[src/kse_pkg.sv]
// ----------------------------------------------------------------------------
// kse_pkg
// Shared types, constants and helper functions for the keypad scanner and
// numeric entry unit.
// ----------------------------------------------------------------------------
package kse_pkg;

    // Keypad geometry and entry limits
    localparam int KEY_ROWS     = 4;
    localparam int MAX_DIGITS   = 9;
    localparam int SCAN_ROWS    = (KEY_ROWS < 4) ? KEY_ROWS : 4;

    localparam int LINE_W       = 4;
    localparam int CHAR_W       = 8;
    localparam int VALUE_W      = 30;
    localparam int COUNT_W      = 4;

    localparam logic [LINE_W-1:0]  ALL_HIGH       = 4'hF;
    localparam logic [COUNT_W-1:0] WANTED_RESET   = 4'd2;

    // Characters with a special meaning
    localparam logic [CHAR_W-1:0]  CH_0           = 8'h30;
    localparam logic [CHAR_W-1:0]  CH_9           = 8'h39;
    localparam logic [CHAR_W-1:0]  CH_CLEAR       = 8'h63;

    // Scan sequencer phases
    typedef enum logic [1:0] {
        PH_IDLE = 2'd0,
        PH_ROWS = 2'd1,
        PH_COL  = 2'd2,
        PH_HOLD = 2'd3
    } scan_phase_t;

    // Key released and decoded this tick
    typedef struct packed {
        logic              valid;
        logic [CHAR_W-1:0] ch;
    } key_evt_t;

    // Entry accumulator result for one tick
    typedef struct packed {
        logic               done;
        logic [VALUE_W-1:0] value;
        logic               invalid;
        logic [COUNT_W-1:0] count;
    } entry_res_t;

    // Active-low drive pattern with a single row pulled low
    function automatic logic [LINE_W-1:0] row_low(input logic [1:0] r);
        logic [LINE_W-1:0] one_hot;
        one_hot = 4'b0001 << r;
        return ~one_hot;
    endfunction

    // Lowest numbered column that reads low
    function automatic logic [1:0] first_low_col(input logic [LINE_W-1:0] cols);
        logic [1:0] idx;
        idx = 2'd0;
        for (int i = LINE_W - 1; i >= 0; i--) begin
            if (!cols[i]) begin
                idx = 2'(i);
            end
        end
        return idx;
    endfunction

    // Fixed 4x4 key layout
    function automatic logic [CHAR_W-1:0] key_lookup(input logic [1:0] row,
                                                      input logic [1:0] col);
        logic [CHAR_W-1:0] ch;
        case ({row, col})
            4'h0:    ch = "7";
            4'h1:    ch = "8";
            4'h2:    ch = "9";
            4'h3:    ch = "/";
            4'h4:    ch = "4";
            4'h5:    ch = "5";
            4'h6:    ch = "6";
            4'h7:    ch = "*";
            4'h8:    ch = "1";
            4'h9:    ch = "2";
            4'hA:    ch = "3";
            4'hB:    ch = "-";
            4'hC:    ch = "c";
            4'hD:    ch = "0";
            4'hE:    ch = "=";
            4'hF:    ch = "+";
            default: ch = "0";
        endcase
        return ch;
    endfunction

endpackage

[src/kse_scan.sv]
// ----------------------------------------------------------------------------
// kse_scan
// Row scan sequencer: finds the pressed row, reads the column, waits for
// release and reports the decoded key.
// ----------------------------------------------------------------------------
module kse_scan (
    input  logic                     clk,
    input  logic                     rst_n,
    input  logic                     step,
    input  logic [3:0]               cols,
    output logic [3:0]               drive,
    output kse_pkg::key_evt_t        key_evt
);
    import kse_pkg::*;

    scan_phase_t       phase_reg, phase_next;
    logic [1:0]        row_reg, row_next;
    logic [CHAR_W-1:0] held_reg, held_next;

    logic              pressed;
    logic              more_rows;
    logic [2:0]        row_inc;

    assign pressed   = (cols != ALL_HIGH);
    assign row_inc   = {1'b0, row_reg} + 3'd1;
    assign more_rows = (row_inc < 3'(SCAN_ROWS));

    // Next state
    always_comb
    begin
        phase_next = phase_reg;
        row_next   = row_reg;
        held_next  = held_reg;
        case (phase_reg)
            PH_IDLE:
            begin
                if (pressed)
                begin
                    row_next   = 2'd0;
                    phase_next = PH_ROWS;
                end
            end
            PH_ROWS:
            begin
                if (pressed)
                begin
                    phase_next = PH_COL;
                end
                else if (more_rows)
                begin
                    row_next = row_inc[1:0];
                end
                else
                begin
                    row_next   = 2'd0;
                    phase_next = PH_IDLE;
                end
            end
            PH_COL:
            begin
                if (pressed)
                begin
                    held_next  = key_lookup(row_reg, first_low_col(cols));
                    phase_next = PH_HOLD;
                end
                else
                begin
                    phase_next = PH_IDLE;
                end
            end
            PH_HOLD:
            begin
                if (!pressed)
                begin
                    phase_next = PH_IDLE;
                end
            end
            default:
            begin
                phase_next = PH_IDLE;
            end
        endcase
    end

    // Outputs: row drive for next sample and released key
    always_comb
    begin
        drive   = '0;
        key_evt = '0;
        case (phase_reg)
            PH_IDLE:
            begin
                if (pressed)
                begin
                    drive = row_low(2'd0);
                end
            end
            PH_ROWS:
            begin
                if (!pressed && more_rows)
                begin
                    drive = row_low(row_inc[1:0]);
                end
            end
            PH_COL:
            begin
                drive = '0;
            end
            PH_HOLD:
            begin
                if (!pressed)
                begin
                    key_evt.valid = 1'b1;
                    key_evt.ch    = held_reg;
                end
            end
            default:
            begin
                drive = '0;
            end
        endcase
    end

    // State registers advance once per tick
    always_ff @(posedge clk or negedge rst_n)
    begin
        if (!rst_n)
        begin
            phase_reg <= PH_IDLE;
            row_reg   <= 2'd0;
            held_reg  <= '0;
        end
        else if (step)
        begin
            phase_reg <= phase_next;
            row_reg   <= row_next;
            held_reg  <= held_next;
        end
    end

endmodule

[config.mk]
export PLATFORM = sky130hd
export DESIGN_NAME = kse_scan
export DESIGN_NICKNAME = d
export VERILOG_FILES = /design/src/kse_pkg.sv /design/src/kse_scan.sv
export SDC_FILE = /design/constraint.sdc
export NUM_CORES = 1
export LEC_CHECK = 0
export BUFFER_PORTS_ARGS = -buffer_cell sky130_fd_sc_hd__buf_2
export CORE_MARGIN = 1.5
export CORE_UTILIZATION = 25
export CTS_CLUSTER_DIAMETER = 200
export DETAILED_ROUTE_END_ITERATION = 10
export PLACE_DENSITY = 0.4
export SLEW_MARGIN = 20
export SYNTH_ARGS = -nofsm -noshare
export SYNTH_HDL_FRONTEND = slang
export SYNTH_SLANG_ARGS = --single-unit
[constraint.sdc]
create_clock -name clk -period 4.4 [get_ports clk]
set_input_delay 0.44 -clock clk [delete_from_list [all_inputs] [get_ports clk]]
set_output_delay 0.44 -clock clk [all_outputs]
set_load 0.02 [all_outputs]
==> results_dict.tcl, run 1 <==
set metrics [dict create \
    final_area_sq_um 1116 \
    layout_common_cells "buf_2, dfrtp_1, ha_1" \
    fin_crit_sh 0.5390 \
    tightest_slew_ns 0.6181 \
    area_growth_pct 15.99 \
    ys_seq_elements 11 \
    syn_nets 120 \
    async_flop_share 1.000 \
    max_cap_viol_count 0 \
    fp.dieH_microns 65.04 \
    fin_crit_ns 2.372 \
    cp_slowest_stage_delay_ns 0.58 \
    cp_slowest_cell "dfrtp_1" \
    slew_headroom 0.5879 \
    final_nets 136 \
    gp_congestion 0.7167 \
    worstPathMaxFanout 18 \
    finalSetupViolCount 0 \
    yosys_warnings 0 \
    yosysUniqueCellTypes 38 \
    cp.arrival_ns 1.93 \
    clock_latency_ns 0.23 \
    fmax_mhz 421.6 \
    drtIter0Drc 32 \
    dr.pass1.iters 4 \
    synth_top_cells_by_area "dfrtp_1, ha_1, and3_1, mux2i_1, o31ai_2" \
    cts_resized 0 \
    diodes 0 \
    cp.required_ns 3.96 \
    antenna_found_initial 0 \
    overflow 0 \
    fillers 404 \
    cts_hold_buf 0 \
    syn_area_sq_um 962.2 \
    end_kind "primary output" \
    rsz0062_at_grt "false" \
    crit_chain "ha_1, or3_4, o31ai_2, buf_2" \
    dp_hpwl_microns 1568 \
    hold_class "in -> async" \
    routed_wl_microns 2034 \
    final_max_slew_viol_count 0 \
    final_hold_viol_count 0 \
    ant_nets 0 \
    syn_avg_cell_area_sq_um 9.341 \
    start_kind "register" \
    die_w_microns 65.04 \
    ir_drop_v 0.00008773 \
    p_leak_nw 0.5648 \
    synth_edf_count 0 \
    critPathKind "reg -> out" \
    htreeDepth 1 \
    cellPowerDensity_nw_per_um2 288.0 \
    cts_root_buf "clkbuf_8" \
    fin_tns_setup_ns 0 \
    grt_pass1_vias 740 \
    vias 741 \
    final_common_cell "buf_2" \
    fp.coreArea_sq_um 3689 \
    drc 0 \
    grt_max_degree 19 \
    synthCells 103 \
    grt_pass1_wl_microns 3663 \
    port-buffer-count 18 \
    fin_skew_ns 0.004274 \
    clock_sinks 11 \
    largest_reg_flops 7 \
    rows 22 \
    post_cts_buffers 0 \
    critPathBufInv 1 \
    yosys_most_used_dff "dfrtp_1" \
    groute.usage.overall 0.1107 \
    outcome "finished clean" \
    numCtsBuffers 3 \
    cp_top_family "flip-flops" \
    viasPerCell 4.464 \
    yosysTopAreaCell "dfrtp_1" \
    io_pins 20 \
    ys_seq_area_frac 0.2861 \
    synth.top_cell.area_share 0.2861 \
    die-area_sq_um 4230 \
    cts_buffer_depth 2 \
    wl_per_cell_microns 12.25 \
    path_clk_slew_ns 0.05 \
    dpl_cell_area_sq_um 1071 \
    drive_gt1_frac 0.2542 \
    start_util 0.2609 \
    cts_tree "built" \
]
## routing by layer
metal / vias up / wire length, microns / track usage
li1: 392 / - / -
met1: 334 / 1109 / 0.1729
met2: 13 / 834 / 0.1521
met3: 2 / 65 / 0.01042
met4: 0 / 25 / 0.04688
met5: - / 0 / 0
## path summary, 6_finish.rpt
check	start	to	slack, ns	cells after the start
setup / recovery	row_reg[0]	drive[2]	2.03	4
hold / removal	rst_n	held_reg[3]	0.08	1
setup reg to reg	row_reg[0]	row_reg[1]	2.73	5
hold reg to reg	held_reg[6]	held_reg[6]	0.47	1
max in group asynchronous	rst_n	held_reg[1]	4.10	1
min in group clk	held_reg[6]	held_reg[6]	0.47	1
## cell usage after synthesis, drive strengths merged (3+ instances only)
library cell	count
nand2	4
buf	6
nand2b	3
o31ai	5
inv	7
and3	7
o21ai	5
a21oi	4
dfrtp	11
and2	5
mux2i	4
ha	10
nor2	5
## layout make-up
class                      instances  area (sq um)  share of cell area
sequential                        11         275.3              0.2466
inverter                           7         26.28             0.02354
timing repair buffer              18         90.09             0.08072
tap                               48         60.06             0.05381
multi-input combinational         78         619.3              0.5549
clock buffer                       4         45.04             0.04036
## cells by family (layout without fill, tap and decap cells)
kind of cell,count (synthesis),in the layout,synth area share
AOI/OAI and AO/OA,21,21,0.1639
DFF,11,11,0.2861
and+or+nand+nor,38,38,0.2484
other,1,1,0.003897
adders and majority gates,10,10,0.1300
buffers and inverters,14,29,0.07021
xor gates and xnor gates,1,1,0.009104
muxes,7,7,0.08842
## power by group
group | internal [mW] | switching (mW) | leakage (nW) | total (mW)
Combinational | 0.0348 | 0.0397 | 0.423 | 0.0745
Sequential | 0.131 | 0.0163 | 0.119 | 0.147
Clock | 0.0635 | 0.0366 | 0.0228 | 0.100
Total | 0.229 | 0.0926 | 0.565 | 0.321
## per-stage QoR
step                      hold WS (ns)  utilization  std cells  setup slack [ns]  power [mW]
after detailed placement        0.3346       0.2904        162             2.249      0.2244
after floorplan                 0.1444            -        103             2.466      0.2016
after global placement          0.3297       0.2904        162             2.281      0.2228
final                          0.07779       0.3026        166             2.028      0.3215
after CTS                      0.08014       0.3026        166             2.016      0.3271
after global routing           0.08955       0.3026        166             1.892      0.3506
No activity file was read; power rests on OpenSTA's default activity.
==> run 2, diff against run 1 <==
- clock period: 4.4 -> 2.28 ns (I/O delays scaled with it)
==> results_dict.tcl, run 2 (synthesized netlist as in run 1, its figures left out) <==
set metrics [dict create \
    outcome "finished clean" \
    port-buffer-count 18 \
    final_nets 139 \
    antenna_found_initial 0 \
    final_area_sq_um 1141 \
    final_max_slew_viol_count 0 \
    final_hold_viol_count 0 \
    drc 0 \
    cts_tree "built" \
    finalSetupViolCount 0 \
    htreeDepth 1 \
    gp_congestion 0.7279 \
    rows 22 \
    worstPathMaxFanout 5 \
    preCtsSetupSlack_ns 0.3414 \
    groute.usage.overall 0.1096 \
    comb_power_share 0.233 \
    finalPower_mw 0.6290 \
    cts_root_buf "clkbuf_8" \
    final_common_cell "buf_2" \
    end_kind "primary output" \
    critPathBufInv 1 \
    area_growth_pct 18.60 \
    fin_crit_sh 0.8110 \
    hold_class "in -> reg" \
    cp_slowest_cell "or3_4" \
    overflow 0 \
    diodes 0 \
    die-area_sq_um 4230 \
    max_cap_viol_count 0 \
    clock_sinks 11 \
    die_w_microns 65.04 \
    tightest_slew_ns 0.5973 \
    critPathKind "reg -> out" \
    post_cts_buffers 0 \
    start_util 0.2609 \
    fillers 414 \
    path_clk_slew_ns 0.06 \
    io_pins 20 \
    fp.coreArea_sq_um 3689 \
    crit_chain "ha_1, or3_4, o31ai_2, buf_2" \
    slew_headroom 0.6018 \
    drive_gt1_frac 0.2645 \
    ir_drop_v 0.0001383 \
    fin_skew_ns 0.003674 \
    largest_reg_flops 7 \
    layout_common_cells "buf_2, dfrtp_1, ha_1" \
    dr.pass1.iters 4 \
    p_leak_nw 0.5773 \
    fin_crit_ns 1.849 \
    dpl_cell_area_sq_um 1086 \
    cp_slowest_stage_delay_ns 0.41 \
    fmax_mhz 540.8 \
    cp.required_ns 2.05 \
    dp_hpwl_microns 1583 \
    clock_latency_ns 0.24 \
    cp.arrival_ns 1.62 \
    start_kind "register" \
    p_int_mw 0.4438 \
    grt_max_degree 18 \
    seqPwrFrac 0.448 \
    routed_wl_microns 2086 \
    viasPerCell 4.615 \
    drtIter0Drc 16 \
    power_frac_clock 0.318 \
    grt_pass1_vias 755 \
    rsz0062_at_grt "false" \
    fp.dieH_microns 65.04 \
    fin_tns_setup_ns 0 \
    cp_top_family "simple AND/OR/NAND/NOR gates" \
    fin_ws_ns 0.4309 \
    vias 780 \
    cellPowerDensity_nw_per_um2 551.3 \
    grt_pass1_wl_microns 3622 \
    wl_per_cell_microns 12.34 \
    cts_buffer_depth 2 \
    ant_nets 0 \
    power.switching_mw 0.1852 \
    netSwitchingFraction 0.2944 \
    numCtsBuffers 3 \
]
==> run 2: cell count changes in the layout (fill, tap and decap cells not counted), sizes merged <==
cell | previous run | this run
buf | 18 | 20
dlygate4sd3 | 0 | 1
==> run 2: worst paths after layout <==
check	start	to	slack, ns	depth (start not counted)
setup / recovery	row_reg[0]	drive[3]	0.43	4
hold / removal	step	phase_reg[1]	0.28	2
setup reg to reg	phase_reg[1]	held_reg[2]	0.75	3
hold reg to reg	held_reg[5]	held_reg[5]	0.46	1
max in group asynchronous	rst_n	held_reg[4]	1.66	2
min in group asynchronous	rst_n	held_reg[5]	0.40	2
==> run 2: final cells by class <==
class | instances | area (sq um) | share of cell area
clock buffers | 4 | 45.04 | 0.03947
inverters | 7 | 26.28 | 0.02303
multi-input cells | 78 | 619.3 | 0.5428
flip-flops and latches | 11 | 275.3 | 0.2412
well taps | 48 | 60.06 | 0.05263
repair buffers | 21 | 115.1 | 0.1009
==> run 2: stage by stage <==
stage	util	std cells	hold WS, ns
2_1_floorplan	-	103	-0.06759
3_3_place_gp	0.2944	164	0.1232
3_5_place_dp	0.2944	164	0.1266
4_1_cts	0.3094	169	0.2669
5_1_grt	0.3094	169	0.3061
6_report	0.3094	169	0.2765
==> run 2: power groups by stage <==
stage / combinational (mW) / clock [mW] / sequential [mW]
floorplan: 0.115 / 0 / 0.274
global placement: 0.146 / 0 / 0.285
detailed placement: 0.147 / 0 / 0.286
CTS: 0.150 / 0.207 / 0.283
global route: 0.170 / 0.218 / 0.291
finish: 0.147 / 0.200 / 0.282
==> run 2: routing by layer <==
layer | global-route usage | wire, microns
met3 | 0.02083 | 68
met2 | 0.1546 | 848
met5 | 0 | 0
met1 | 0.1610 | 1144
met4 | 0.04688 | 25
==> run 2: repair_timing <==
action | 4_1_cts | 5_1_grt
hold endpoints to repair | 11 | 0
resized for setup | 0 | 0
hold buffers | 1 | 0
